==> src/hw/rtl/pscu_pkg.sv <==
package pscu_pkg;

  localparam int unsigned WordW = 32;
  localparam int unsigned CoefW = 16;
  localparam int unsigned RawW  = 19;
  localparam int unsigned IdxW  = 3;
  localparam int unsigned CfgW  = 48;

  localparam logic [IdxW-1:0] REG_AC123 = 3'd0;
  localparam logic [IdxW-1:0] REG_AC456 = 3'd1;
  localparam logic [IdxW-1:0] REG_B12   = 3'd2;
  localparam logic [IdxW-1:0] REG_MCMD  = 3'd3;
  localparam logic [IdxW-1:0] REG_OSS   = 3'd4;

  localparam logic [WordW-1:0] B6_OFS  = 32'd4000;
  localparam logic [WordW-1:0] B4_OFS  = 32'd32768;
  localparam logic [WordW-1:0] B7_BASE = 32'd50000;
  localparam logic [WordW-1:0] P1      = 32'd3038;
  localparam logic [WordW-1:0] P2_NEG  = 32'hFFFF_E343;
  localparam logic [WordW-1:0] P3      = 32'd3791;
  localparam logic [1:0]       OSS_RST = 2'd3;

  typedef struct packed {
    logic [CoefW-1:0] ac1;
    logic [CoefW-1:0] ac2;
    logic [CoefW-1:0] ac3;
    logic [CoefW-1:0] ac4;
    logic [CoefW-1:0] ac5;
    logic [CoefW-1:0] ac6;
    logic [CoefW-1:0] b1;
    logic [CoefW-1:0] b2;
    logic [CoefW-1:0] mc;
    logic [CoefW-1:0] md;
    logic [1:0]       oss;
  } cal_t;

  typedef struct packed {
    logic [WordW-1:0] value;
    logic             kind;
    logic             err;
  } res_t;

  function automatic logic [WordW-1:0] sext16(input logic [CoefW-1:0] v);
    return {{(WordW-CoefW){v[CoefW-1]}}, v};
  endfunction

  function automatic logic [WordW-1:0] asr32(input logic [WordW-1:0] v,
                                             input logic [4:0] n);
    return WordW'($signed(v) >>> n);
  endfunction

  // signed divide by four, truncating toward zero
  function automatic logic [WordW-1:0] sdiv4(input logic [WordW-1:0] v);
    logic [WordW-1:0] t;
    t = v + (v[WordW-1] ? 32'd3 : 32'd0);
    return asr32(t, 5'd2);
  endfunction

endpackage

==> src/hw/rtl/pscu_div.sv <==
module pscu_div (
  input  logic                         clk,
  input  logic                         rst_n,
  input  logic                         start,
  input  logic [pscu_pkg::WordW-1:0]   dividend,
  input  logic [pscu_pkg::WordW-1:0]   divisor,
  output logic                         done,
  output logic [pscu_pkg::WordW-1:0]   quotient
);

  logic                       busy_r;
  logic                       done_r;
  logic [4:0]                 cnt_r;
  logic [pscu_pkg::WordW-1:0] dvd_r;
  logic [pscu_pkg::WordW-1:0] dvs_r;
  logic [pscu_pkg::WordW-1:0] rem_r;
  logic [pscu_pkg::WordW:0]   trial;

  assign trial = {rem_r, dvd_r[pscu_pkg::WordW-1]} - {1'b0, dvs_r};

  always_ff @(posedge clk) begin
    if (!rst_n) begin
      busy_r <= 1'b0;
      done_r <= 1'b0;
      cnt_r  <= '0;
    end else begin
      done_r <= 1'b0;
      if (start) begin
        busy_r <= 1'b1;
        cnt_r  <= '0;
        dvd_r  <= dividend;
        dvs_r  <= divisor;
        rem_r  <= '0;
      end else if (busy_r) begin
        if (trial[pscu_pkg::WordW]) begin
          rem_r <= {rem_r[pscu_pkg::WordW-2:0], dvd_r[pscu_pkg::WordW-1]};
          dvd_r <= {dvd_r[pscu_pkg::WordW-2:0], 1'b0};
        end else begin
          rem_r <= trial[pscu_pkg::WordW-1:0];
          dvd_r <= {dvd_r[pscu_pkg::WordW-2:0], 1'b1};
        end
        cnt_r <= cnt_r + 5'd1;
        if (cnt_r == 5'd31) begin
          busy_r <= 1'b0;
          done_r <= 1'b1;
        end
      end
    end
  end

  assign done     = done_r;
  assign quotient = dvd_r;

endmodule

==> src/hw/rtl/pscu_core.sv <==
module pscu_core (
  input  logic                        clk,
  input  logic                        rst_n,
  input  logic                        start,
  input  logic                        cmd,
  input  logic [pscu_pkg::RawW-1:0]   raw,
  input  pscu_pkg::cal_t              cal,
  input  logic                        res_take,
  output logic                        busy,
  output logic                        res_valid,
  output pscu_pkg::res_t              res
);

  typedef enum logic [4:0] {
    S_IDLE, S_T0, S_T1, S_TW,
    S_P0, S_P1, S_P2, S_P3, S_P4, S_P5, S_P6, S_P7, S_P8, S_PW,
    S_P9, S_P10, S_P11, S_P12, S_DONE
  } state_t;

  state_t                     state_r;
  logic                       cmd_r;
  logic [pscu_pkg::RawW-1:0]  raw_r;
  logic [pscu_pkg::WordW-1:0] prod_r, x_r, sq_r, t1_r, t2_r, b3_r, b4_r, pv_r;
  logic [pscu_pkg::WordW-1:0] val_r, tt_r;
  logic                       err_r, neg_r;

  logic [pscu_pkg::WordW-1:0] ma, mb;
  logic                       div_start;
  logic [pscu_pkg::WordW-1:0] div_a, div_b, div_q;
  logic                       div_done;
  logic [pscu_pkg::WordW-1:0] raw32, b6, x1, den, num, q_s, b5, x3, p;

  assign raw32 = {{(pscu_pkg::WordW-pscu_pkg::RawW){1'b0}}, raw_r};
  assign b6    = tt_r - pscu_pkg::B6_OFS;
  assign x1    = pscu_pkg::asr32(prod_r, 5'd15);
  assign den   = x1 + pscu_pkg::sext16(cal.md);
  assign num   = pscu_pkg::sext16(cal.mc) << 11;
  assign q_s   = neg_r ? (32'd0 - div_q) : div_q;
  assign b5    = x_r + q_s;
  assign x3    = t1_r + pscu_pkg::asr32(prod_r, 5'd11);
  assign p     = neg_r ? (div_q << 1) : div_q;

  // shared multiplier operand select
  always_comb begin
    ma = '0;
    mb = '0;
    case (state_r)
      S_T0: begin
        ma = raw32 - {16'd0, cal.ac6};
        mb = {16'd0, cal.ac5};
      end
      S_P0: begin
        ma = b6;
        mb = b6;
      end
      S_P1: begin
        ma = pscu_pkg::sext16(cal.b2);
        mb = pscu_pkg::asr32(prod_r, 5'd12);
      end
      S_P2: begin
        ma = pscu_pkg::sext16(cal.ac2);
        mb = x_r;
      end
      S_P3: begin
        ma = pscu_pkg::sext16(cal.ac3);
        mb = x_r;
      end
      S_P4: begin
        ma = pscu_pkg::sext16(cal.b1);
        mb = sq_r;
      end
      S_P6: begin
        ma = {16'd0, cal.ac4};
        mb = t2_r + pscu_pkg::B4_OFS;
      end
      S_P7: begin
        ma = raw32 - b3_r;
        mb = pscu_pkg::B7_BASE >> cal.oss;
      end
      S_P9: begin
        ma = pscu_pkg::asr32(pv_r, 5'd8);
        mb = pscu_pkg::asr32(pv_r, 5'd8);
      end
      S_P10: begin
        ma = prod_r;
        mb = pscu_pkg::P1;
      end
      S_P11: begin
        ma = pscu_pkg::P2_NEG;
        mb = pv_r;
      end
      default: begin
        ma = '0;
        mb = '0;
      end
    endcase
  end

  // divider launch
  always_comb begin
    div_start = 1'b0;
    div_a     = '0;
    div_b     = '0;
    case (state_r)
      S_T1: begin
        div_start = (den != '0);
        div_a     = num[pscu_pkg::WordW-1] ? (32'd0 - num) : num;
        div_b     = den[pscu_pkg::WordW-1] ? (32'd0 - den) : den;
      end
      S_P8: begin
        div_start = (b4_r != '0);
        div_a     = prod_r[pscu_pkg::WordW-1] ? prod_r : (prod_r << 1);
        div_b     = b4_r;
      end
      default: begin
        div_start = 1'b0;
      end
    endcase
  end

  pscu_div u_div (
    .clk      (clk),
    .rst_n    (rst_n),
    .start    (div_start),
    .dividend (div_a),
    .divisor  (div_b),
    .done     (div_done),
    .quotient (div_q)
  );

  always_ff @(posedge clk) begin
    if (!rst_n) begin
      state_r <= S_IDLE;
      tt_r    <= '0;
    end else begin
      prod_r <= ma * mb;
      case (state_r)
        S_IDLE: begin
          if (start) begin
            cmd_r   <= cmd;
            raw_r   <= raw;
            state_r <= cmd ? S_P0 : S_T0;
          end
        end
        S_T0: state_r <= S_T1;
        S_T1: begin
          x_r   <= x1;
          neg_r <= num[pscu_pkg::WordW-1] ^ den[pscu_pkg::WordW-1];
          if (den == '0) begin
            val_r   <= '0;
            err_r   <= 1'b1;
            state_r <= S_DONE;
          end else begin
            state_r <= S_TW;
          end
        end
        S_TW: begin
          if (div_done) begin
            tt_r    <= b5;
            val_r   <= pscu_pkg::asr32(b5 + 32'd8, 5'd4);
            err_r   <= 1'b0;
            state_r <= S_DONE;
          end
        end
        S_P0: begin
          x_r     <= b6;
          state_r <= S_P1;
        end
        S_P1: begin
          sq_r    <= pscu_pkg::asr32(prod_r, 5'd12);
          state_r <= S_P2;
        end
        S_P2: begin
          t1_r    <= pscu_pkg::asr32(prod_r, 5'd11);
          state_r <= S_P3;
        end
        S_P3: begin
          b3_r    <= pscu_pkg::sdiv4((((pscu_pkg::sext16(cal.ac1) << 2) + x3) << cal.oss)
                     + 32'd2);
          state_r <= S_P4;
        end
        S_P4: begin
          t2_r    <= pscu_pkg::asr32(prod_r, 5'd13);
          state_r <= S_P5;
        end
        S_P5: begin
          t2_r    <= pscu_pkg::sdiv4(t2_r + pscu_pkg::asr32(prod_r, 5'd16) + 32'd2);
          state_r <= S_P6;
        end
        S_P6: state_r <= S_P7;
        S_P7: begin
          b4_r    <= prod_r >> 15;
          state_r <= S_P8;
        end
        S_P8: begin
          neg_r <= prod_r[pscu_pkg::WordW-1];
          if (b4_r == '0) begin
            val_r   <= '0;
            err_r   <= 1'b1;
            state_r <= S_DONE;
          end else begin
            state_r <= S_PW;
          end
        end
        S_PW: begin
          if (div_done) begin
            pv_r    <= p;
            state_r <= S_P9;
          end
        end
        S_P9:  state_r <= S_P10;
        S_P10: state_r <= S_P11;
        S_P11: begin
          t1_r    <= pscu_pkg::asr32(prod_r, 5'd16);
          state_r <= S_P12;
        end
        S_P12: begin
          val_r   <= pv_r + pscu_pkg::asr32(t1_r + pscu_pkg::asr32(prod_r, 5'd16)
                     + pscu_pkg::P3, 5'd4);
          err_r   <= 1'b0;
          state_r <= S_DONE;
        end
        S_DONE: begin
          if (res_take) state_r <= S_IDLE;
        end
        default: state_r <= S_IDLE;
      endcase
    end
  end

  assign busy      = (state_r != S_IDLE);
  assign res_valid = (state_r == S_DONE);
  assign res.value = val_r;
  assign res.kind  = cmd_r;
  assign res.err   = err_r;

endmodule

==> src/hw/rtl/pressure_sensor_compensation_unit.sv <==
// Integer barometric compensation. A temperature transaction (cmd 0) and a
// pressure transaction (cmd 1) each spend most of their time in the radix-2
// divider; the remaining steps share one 32x32 multiplier under a small
// sequencer. The input is stalled while a transaction is in work; a finished
// result sits in the output register so the next input can be taken while it
// waits. Pressure uses the B5 term of the last good temperature (0 after
// reset). A zero divisor gives value 0 with div_error.
module pressure_sensor_compensation_unit (
  input  logic                              clk,
  input  logic                              rst_n,
  input  logic                              in_valid,
  output logic                              in_stall,
  input  logic                              in_cmd,
  input  logic [pscu_pkg::RawW-1:0]         in_raw_value,
  output logic                              out_valid,
  input  logic                              out_stall,
  output logic signed [pscu_pkg::WordW-1:0] out_value,
  output logic                              out_kind,
  output logic                              out_div_error,
  input  logic                              cfg_valid,
  output logic                              cfg_ready,
  input  logic [pscu_pkg::IdxW-1:0]         cfg_index,
  input  logic [pscu_pkg::CfgW-1:0]         cfg_wdata
);

  pscu_pkg::cal_t cal_r;
  pscu_pkg::res_t res, out_r;
  logic           out_valid_r;
  logic           busy, res_valid, take;

  assign cfg_ready = 1'b1;
  assign take      = !out_valid_r || !out_stall;
  assign in_stall  = busy;

  always_ff @(posedge clk) begin
    if (!rst_n) begin
      // oversampling sits in the low bits of the packed calibration word
      cal_r <= {{(10*pscu_pkg::CoefW){1'b0}}, pscu_pkg::OSS_RST};
    end else if (cfg_valid) begin
      case (cfg_index)
        pscu_pkg::REG_AC123: begin
          cal_r.ac1 <= cfg_wdata[15:0];
          cal_r.ac2 <= cfg_wdata[31:16];
          cal_r.ac3 <= cfg_wdata[47:32];
        end
        pscu_pkg::REG_AC456: begin
          cal_r.ac4 <= cfg_wdata[15:0];
          cal_r.ac5 <= cfg_wdata[31:16];
          cal_r.ac6 <= cfg_wdata[47:32];
        end
        pscu_pkg::REG_B12: begin
          cal_r.b1 <= cfg_wdata[15:0];
          cal_r.b2 <= cfg_wdata[31:16];
        end
        pscu_pkg::REG_MCMD: begin
          cal_r.mc <= cfg_wdata[15:0];
          cal_r.md <= cfg_wdata[31:16];
        end
        pscu_pkg::REG_OSS: cal_r.oss <= cfg_wdata[1:0];
        default: ;
      endcase
    end
  end

  pscu_core u_core (
    .clk       (clk),
    .rst_n     (rst_n),
    .start     (in_valid && !busy),
    .cmd       (in_cmd),
    .raw       (in_raw_value),
    .cal       (cal_r),
    .res_take  (take),
    .busy      (busy),
    .res_valid (res_valid),
    .res       (res)
  );

  always_ff @(posedge clk) begin
    if (!rst_n) begin
      out_valid_r <= 1'b0;
    end else if (take) begin
      out_valid_r <= res_valid;
      if (res_valid) out_r <= res;
    end
  end

  assign out_valid     = out_valid_r;
  assign out_value     = out_r.value;
  assign out_kind      = out_r.kind;
  assign out_div_error = out_r.err;

endmodule

==> config.mk <==
export PLATFORM = sky130hd
export DESIGN_NAME = pressure_sensor_compensation_unit
export DESIGN_NICKNAME = d
export VERILOG_FILES = /design/src/hw/rtl/pscu_pkg.sv /design/src/hw/rtl/pscu_div.sv /design/src/hw/rtl/pscu_core.sv /design/src/hw/rtl/pressure_sensor_compensation_unit.sv
export SDC_FILE = /design/constraint.sdc
export NUM_CORES = 2
export LEC_CHECK = 0
export CAP_MARGIN = 10
export CORE_MARGIN = 4
export CORE_UTILIZATION = 62
export DETAILED_ROUTE_END_ITERATION = 8
export DONT_BUFFER_PORTS = 1
export GPL_TIMING_DRIVEN = 0
export PLACE_DENSITY = 0.86
export SYNTH_ARGS = -nofsm -noshare
export SYNTH_HDL_FRONTEND = slang
export SYNTH_SLANG_ARGS = --single-unit
==> constraint.sdc <==
create_clock -name clk -period 12.1 [get_ports clk]
set_input_delay 2.42 -clock clk [delete_from_list [all_inputs] [get_ports clk]]
set_output_delay 2.42 -clock clk [all_outputs]
set_load 0.01 [all_outputs]
## Word-level counts from Yosys, hierarchy flattened

Index checks and enable logic that the tools add are counted.

| operators by class | value |
|---|---|
| $add $sub $neg | 22 |
| multiply operators | 1 |
| div/mod/pow operators | 0 |
| $lt $le $gt $ge | 0 |
| equality and inequality tests | 29 |
| shifts and indexed selects | 2 |
| mux-type cells | 41 |
| bitwise operators | 3 |
| reductions and logical operators | 41 |

Operators with widths:

| operator | count |
|---|---|
| 2-to-1 mux 32 bit | 12 |
| one-hot mux 32 bit (11 select lines) | 1 |
| one-hot mux 32 bit (10 select lines) | 1 |
| one-hot mux 32 bit (2 select lines) | 5 |
| adder 32 bit | 7 |
| one-hot mux 32 bit (4 select lines) | 1 |
| one-hot mux 5 bit (19 select lines) | 1 |
| adder 32 x 2 -> 32 bit, second input constant | 2 |
| logical NOT 32 bit | 2 |
| nonzero test 32 bit | 2 |
| subtractor 1 x 32 -> 32 bit, first input constant | 2 |
| == test 5 x 4 -> 1 bit, second input constant | 8 |
| subtractor 33 x 32 -> 33 bit | 1 |
| adder 32 x 12 -> 32 bit, second input constant | 1 |
| adder 32 x 16 -> 32 bit, second input constant | 1 |
| adder 32 x 2 -> 32 bit | 1 |
| adder 32 x 4 -> 32 bit, second input constant | 1 |
| multiplier 32 x 32 -> 32 bit | 1 |
| left shift 32 x 2 -> 32 bit | 1 |
| right shift 16 x 2 -> 32 bit, first input constant | 1 |
| subtractor 32 x 12 -> 32 bit, second input constant | 1 |
| subtractor 20 x 30 -> 31 bit | 1 |
| 2-to-1 mux 5 bit | 6 |
| AND reduction 2 bit | 15 |
| other kinds (33) | 64 |

| word-level totals | value |
|---|---|
| register bits after elaboration | 618 |
| latch bits | 0 |
| bits in writable memories | 0 |
| bits in read-only memories | 0 |
| output and inout port bits | 37 |
| word-level logic and storage cells | 176 |
| memories | 0 |

## Logic depth before layout (Yosys ltp)

| logic depth | value |
|---|---|
| depth in word-level cells | 6 |
| mapped depth | 43 |
| depth with buffers taken out | 41 |

## By module

A second synthesis with hierarchy kept.

| second synthesis, totals | value |
|---|---|
| cells, all modules | 6345 |
| area total of the unflattened synthesis | 58155.8 µm² |

By module, submodules not included:

| module | times used | cells an instance | area each (µm²) |
|---|---|---|---|
| pscu_core | 1 | 5225 | 45240.9 |
| pressure_sensor_compensation_unit | 1 | 625 | 7021.7 |
| pscu_div | 1 | 495 | 5893.2 |

## Worst setup path after synthesis

No wires, ideal clock.

| timing path | value |
|---|---|
| kind | reg-to-reg |
| start point | reg u_core.raw_r[2] in the netlist's numbering |
| end point | reg u_core.prod_r[31] in the netlist's numbering (data pin) |
| arrival time | 10069 ps |
| required time | 11840 ps |
| path slack | 1771 ps |
| stages on the path, launching flop included | 40 |
| period minus slack after synthesis | 10329 ps |
| cells stage by stage | edfxtp_1 ha_1 nor2b_1 o31a_1 o2111ai_1 a31oi_1 a41oi_1 nand2b_1 a2111oi_0 xnor2_1 nor2_1 a211oi_1 inv_1 nand2_1 fa_1 fa_1 inv_1 fa_1 [4 not listed] fa_1 fa_1 inv_1 fa_1 xor2_1 xnor2_1 xnor2_1 xnor2_1 xnor2_1 xnor3_1 xnor2_1 xnor2_1 xnor3_1 xnor2_1 xor3_1 xnor2_1 xnor2_1 xnor2_1 |

| between the ends | value |
|---|---|
| cells in the longest elaborated chain, start to end | 3 |
| elaborated cells on any way between the ends | 4 |
| classes of those cells | add/sub: 2; mul: 1; mux: 1 |

Ends and longest elaborated chain:

| what | line | source |
|---|---|---|
| start: declaration | pscu_core.sv:22 | `logic [pscu_pkg::RawW-1:0] raw_r;` |
| start signal: assignment | pscu_core.sv:141 | `raw_r <= raw;` |
| subtractor 20 x 30 -> 31 bit or subtractor 19 x 16 -> 20 bit (tied branches) | pscu_core.sv:77, pscu_core.sv:49 |  |
| one-hot mux 32 bit (11 select lines) * | pscu_core.sv:47 | `case (state_r)` |
| multiplier 32 x 32 -> 32 bit * | pscu_core.sv:136 | `prod_r <= ma * mb;` |
| end signal: assignment | pscu_core.sv:136 |  |
| end: declaration | pscu_core.sv:23 | `logic [pscu_pkg::WordW-1:0] prod_r, x_r, sq_r, t1_r, t2_r, b3_r, b4_r, pv_r;` |

Mark *: on every way between the ends. The rest lies on a longest branch, timed or not.
A chain may end at the register's enable or synchronous reset.

## Final worst setup path

| timing path | value |
|---|---|
| start point | reg u_core.state_r[4] |
| end point | reg u_core.prod_r[31] in the netlist's numbering (data pin) |

| between the ends | value |
|---|---|
| cells in the longest elaborated chain, start to end | 4 |
| elaborated cells on any way between the ends | 15 |
| classes of those cells | mul: 1; eq/ne: 11; mux: 2; reduce/logical: 1 |

Ends and longest elaborated chain:

| what | line | source |
|---|---|---|
| start: declaration | pscu_core.sv:20 | `state_t state_r;` |
| start signal: assignment | pscu_core.sv:142 | `state_r <= cmd ? S_P0 : S_T0;` |
| == test 5 x 3 -> 1 bit | pscu_core.sv:47 |  |
| OR reduction 2 bit (no line) | -- |  |
| one-hot mux 32 bit (10 select lines) | pscu_core.sv:47 |  |
| multiplier 32 x 32 -> 32 bit * | pscu_core.sv:136 |  |

Marked as above.

==> results_dict.tcl <==
set metrics [dict create \
    hold_start "u_core.val_r[6]" \
    maxSlewViolCount 0 \
    synth_cell_types 109 \
    fin_ws_ps 53.1 \
    reg2reg_to "u_core.prod_r[31]" \
    worst_hold_slack_ps 417 \
    htree_levels 3 \
    min_to "out_value[6]" \
    initial_core_util_pct 62.8 \
    fin_skew_ps 37.9 \
    path_clk_slew_ps 70 \
    ctsHoldBuffers 0 \
    synthesis.area_mm2 0.0578 \
    worst_path_most_repeated_cell "fa_1" \
    tightest_slew_ps 1440 \
    setup_violations 0 \
    fin_tns_setup_ps 0 \
    grt_pass1_vias 50100 \
    cts-root-buf "clkbuf_16" \
    power.density_mw_per_mm2 248 \
    layout.cells.non_filler 7890 \
    yosysSeqAreaShare_pct 27.9 \
    dieWidth_um 313 \
    timing.fmax_mhz 83.0 \
    min_path_type "flop to flop" \
    rows 111 \
    cp-start-kind "flop" \
    via_count 51800 \
    crit_fanout 10 \
    pin_count 113 \
    path_buf_inv 11 \
    grt-ovfl-total 0 \
    routedWlPerCell_um 27.4 \
    die_h_um 313 \
    syn_inst 6475 \
    crit_family "adder cells" \
    p_leak_nw 25.9 \
    stdcell_area_mm2 0.0623 \
    fin_crit_ps 12050 \
    slowest_delay_ps 530 \
    syn_area_per_cell_um2 8.93 \
    ant_nets 0 \
    synth_edf_count 398 \
    criticalPathCategory "flop to flop" \
    reg2reg_from "u_core.state_r[4]" \
    ys_ff_latch 605 \
    gr-usage-all-layers_pct 43.3 \
    clock_latency_ps 650 \
    ff2ff_setup_slack_ps 50 \
    slowest_stage "fa_1" \
    routed_wl_um 216000 \
    antenna_found_initial 15 \
    vdd_drop_max_v 0.000277 \
    fill_cells 7360 \
    port_buffers 0 \
    max_slew_margin_pct 3.19 \
    status "finished clean" \
    place_ws_ps -1190 \
    post-route-drc-count 0 \
    place_inst 7750 \
    gp_congestion 1.09 \
    hold-path-cell-count 0 \
    die-area_mm2 0.0982 \
    cts_buffer_depth 3 \
    drtIter0Drc 6918 \
    grt_max_degree 65 \
    synth_ff_type "edfxtp_1" \
    finalHoldViolations 0 \
    drive_gt1_share_pct 5.03 \
    coreArea_mm2 0.0921 \
    clock_sinks 605 \
    cap_violations 0 \
    area_growth_pct 7.82 \
    ys.warnings.count 0 \
    cts_buffers 70 \
    grt_pass1_wl_um 317000 \
    async_flop_share_pct 0 \
    crit_required_ps 12480 \
    cts_tree "done" \
    rsz0062_at_grt "no" \
    hpwlAfterDp_um 172000 \
    cp.arrival_ps 12430 \
    fin_nets 7503 \
    dpl_cell_area_mm2 0.0598 \
    fin_crit_sh_pct 99.6 \
    rr_worst_depth 40 \
    drtPass1Iterations 6 \
    worstSetupEndpointType "flop" \
    post_drt_via_cell_ratio 6.57 \
]
## placed cells by master, fill, tap and decap left out, types with 54 or more instances in the layout
| master | Yosys | layout |
|---|---|---|
| nand2_1 | 855 | 855 |
| fa_1 | 435 | 435 |
| nor2b_1 | 69 | 68 |
| ha_1 | 407 | 407 |
| a21o_1 | 93 | 93 |
| clkbuf_1 | 272 | 248 |
| clkbuf_16 | 0 | 73 |
| nand3_1 | 107 | 107 |
| nor2_1 | 578 | 575 |
| a22oi_1 | 65 | 65 |
| mux2i_1 | 81 | 81 |
| dfxtp_1 | 207 | 207 |
| xnor2_1 | 273 | 273 |
| a21oi_1 | 221 | 219 |
| nor3_1 | 118 | 114 |
| o21a_1 | 71 | 70 |
| a21boi_0 | 189 | 188 |
| xor2_1 | 134 | 134 |
| inv_1 | 674 | 674 |
| nand2b_1 | 99 | 99 |
| and2_1 | 56 | 54 |
| edfxtp_1 | 398 | 398 |
| o21ai_0 | 231 | 230 |
## metrics by stage
step                      total power, mW  util, %
final                                15.4     67.7
after global routing                 16.2     67.6
after CTS                            15.0     67.5
after detailed placement             12.8     64.9
after global placement               12.5     64.5
after floorplan                      9.62        -
## Yosys cell counts (53+ instances only)
library cell,n,area [um^2]
nand2_1,855,3210
a22oi_1,65,488
nor2_1,578,2170
edfxtp_1,398,12000
mux2i_1,81,811
ha_1,407,5090
nand2b_1,99,619
clkbuf_1,272,1020
nor2b_1,69,432
fa_1,435,8710
o21a_1,71,533
a21oi_1,221,1110
a21boi_0,189,1420
a21o_1,93,698
xor2_1,134,1170
and3_1,53,332
nor3_1,118,591
inv_1,674,2530
xnor2_1,273,2390
dfxtp_1,207,4140
nand3_1,107,536
and2_1,56,350
o21ai_0,231,1160
## cell type report
cell class	instances	area (um^2)	area share [%]
multi-input combinational	4904	38200	61.4
sequential	605	16100	25.8
inverter	676	2540	4.07
clock buffer	93	1980	3.18
tap	1243	1560	2.50
buffer	298	1190	1.91
timing repair buffer	30	389	0.624
clock inverter	30	284	0.456
antenna	11	27.5	0.0442
## how the worst max path moves through the flow
stage,slack (ps),endpoint,cells after the start,from
after floorplan,1770,u_core.prod_r[31],39,u_core.raw_r[2]
after global placement,-1630,u_core.prod_r[31],41,u_core.state_r[2]
after detailed placement,-1190,u_core.prod_r[31],41,u_core.state_r[1]
after CTS,8,u_core.prod_r[31],40,u_core.state_r[4]
after global routing,3,u_core.prod_r[31],40,u_core.state_r[2]
final,50,u_core.prod_r[31],40,u_core.state_r[4]
## power breakdown
group          switching [mW]  internal [mW]  total (mW)
clock network           0.924           1.24        2.16
registers               0.432           2.64        3.07
logic                    6.51           3.69        10.2
total                    7.87           7.57        15.4
## kinds of logic after synthesis
family,count (synthesis),share of synthesized area [%]
other,2,0.0130
buffers and inverters,979,6.39
adders and majority gates,842,23.9
AOI/OAI and AO/OA,1313,15.6
xor gates and xnor gates,414,6.44
and+or+nand+nor,2197,17.5
muxes,123,2.30
DFF,605,27.9
## layer usage
metal  wire length [um]  GRT usage [%]
met1              76600           54.0
met2              90400           64.6
met3              29900           13.4
met4              19200           29.7
met5                 42              0
## flip-flops by register name (all words and copies together) (netlist names), 32 cells and up
register / cells
cal_r: 162
out_value: 32
u_core.prod_r: 32
u_core.pv_r: 32
u_core.tt_r: 32
u_core.u_div.dvs_r: 32
u_core.u_div.quotient: 32
u_core.u_div.rem_r: 32
u_core.val_r: 32
u_core.x_r: 32
## timing repair
action                                  in CTS  in global routing
pin swaps                                    0                  3
resized for setup                           27                 53
setup buffers                                0                  8
endpoints found under the setup margin       6                  4
(Power assumes the default switching activity.)
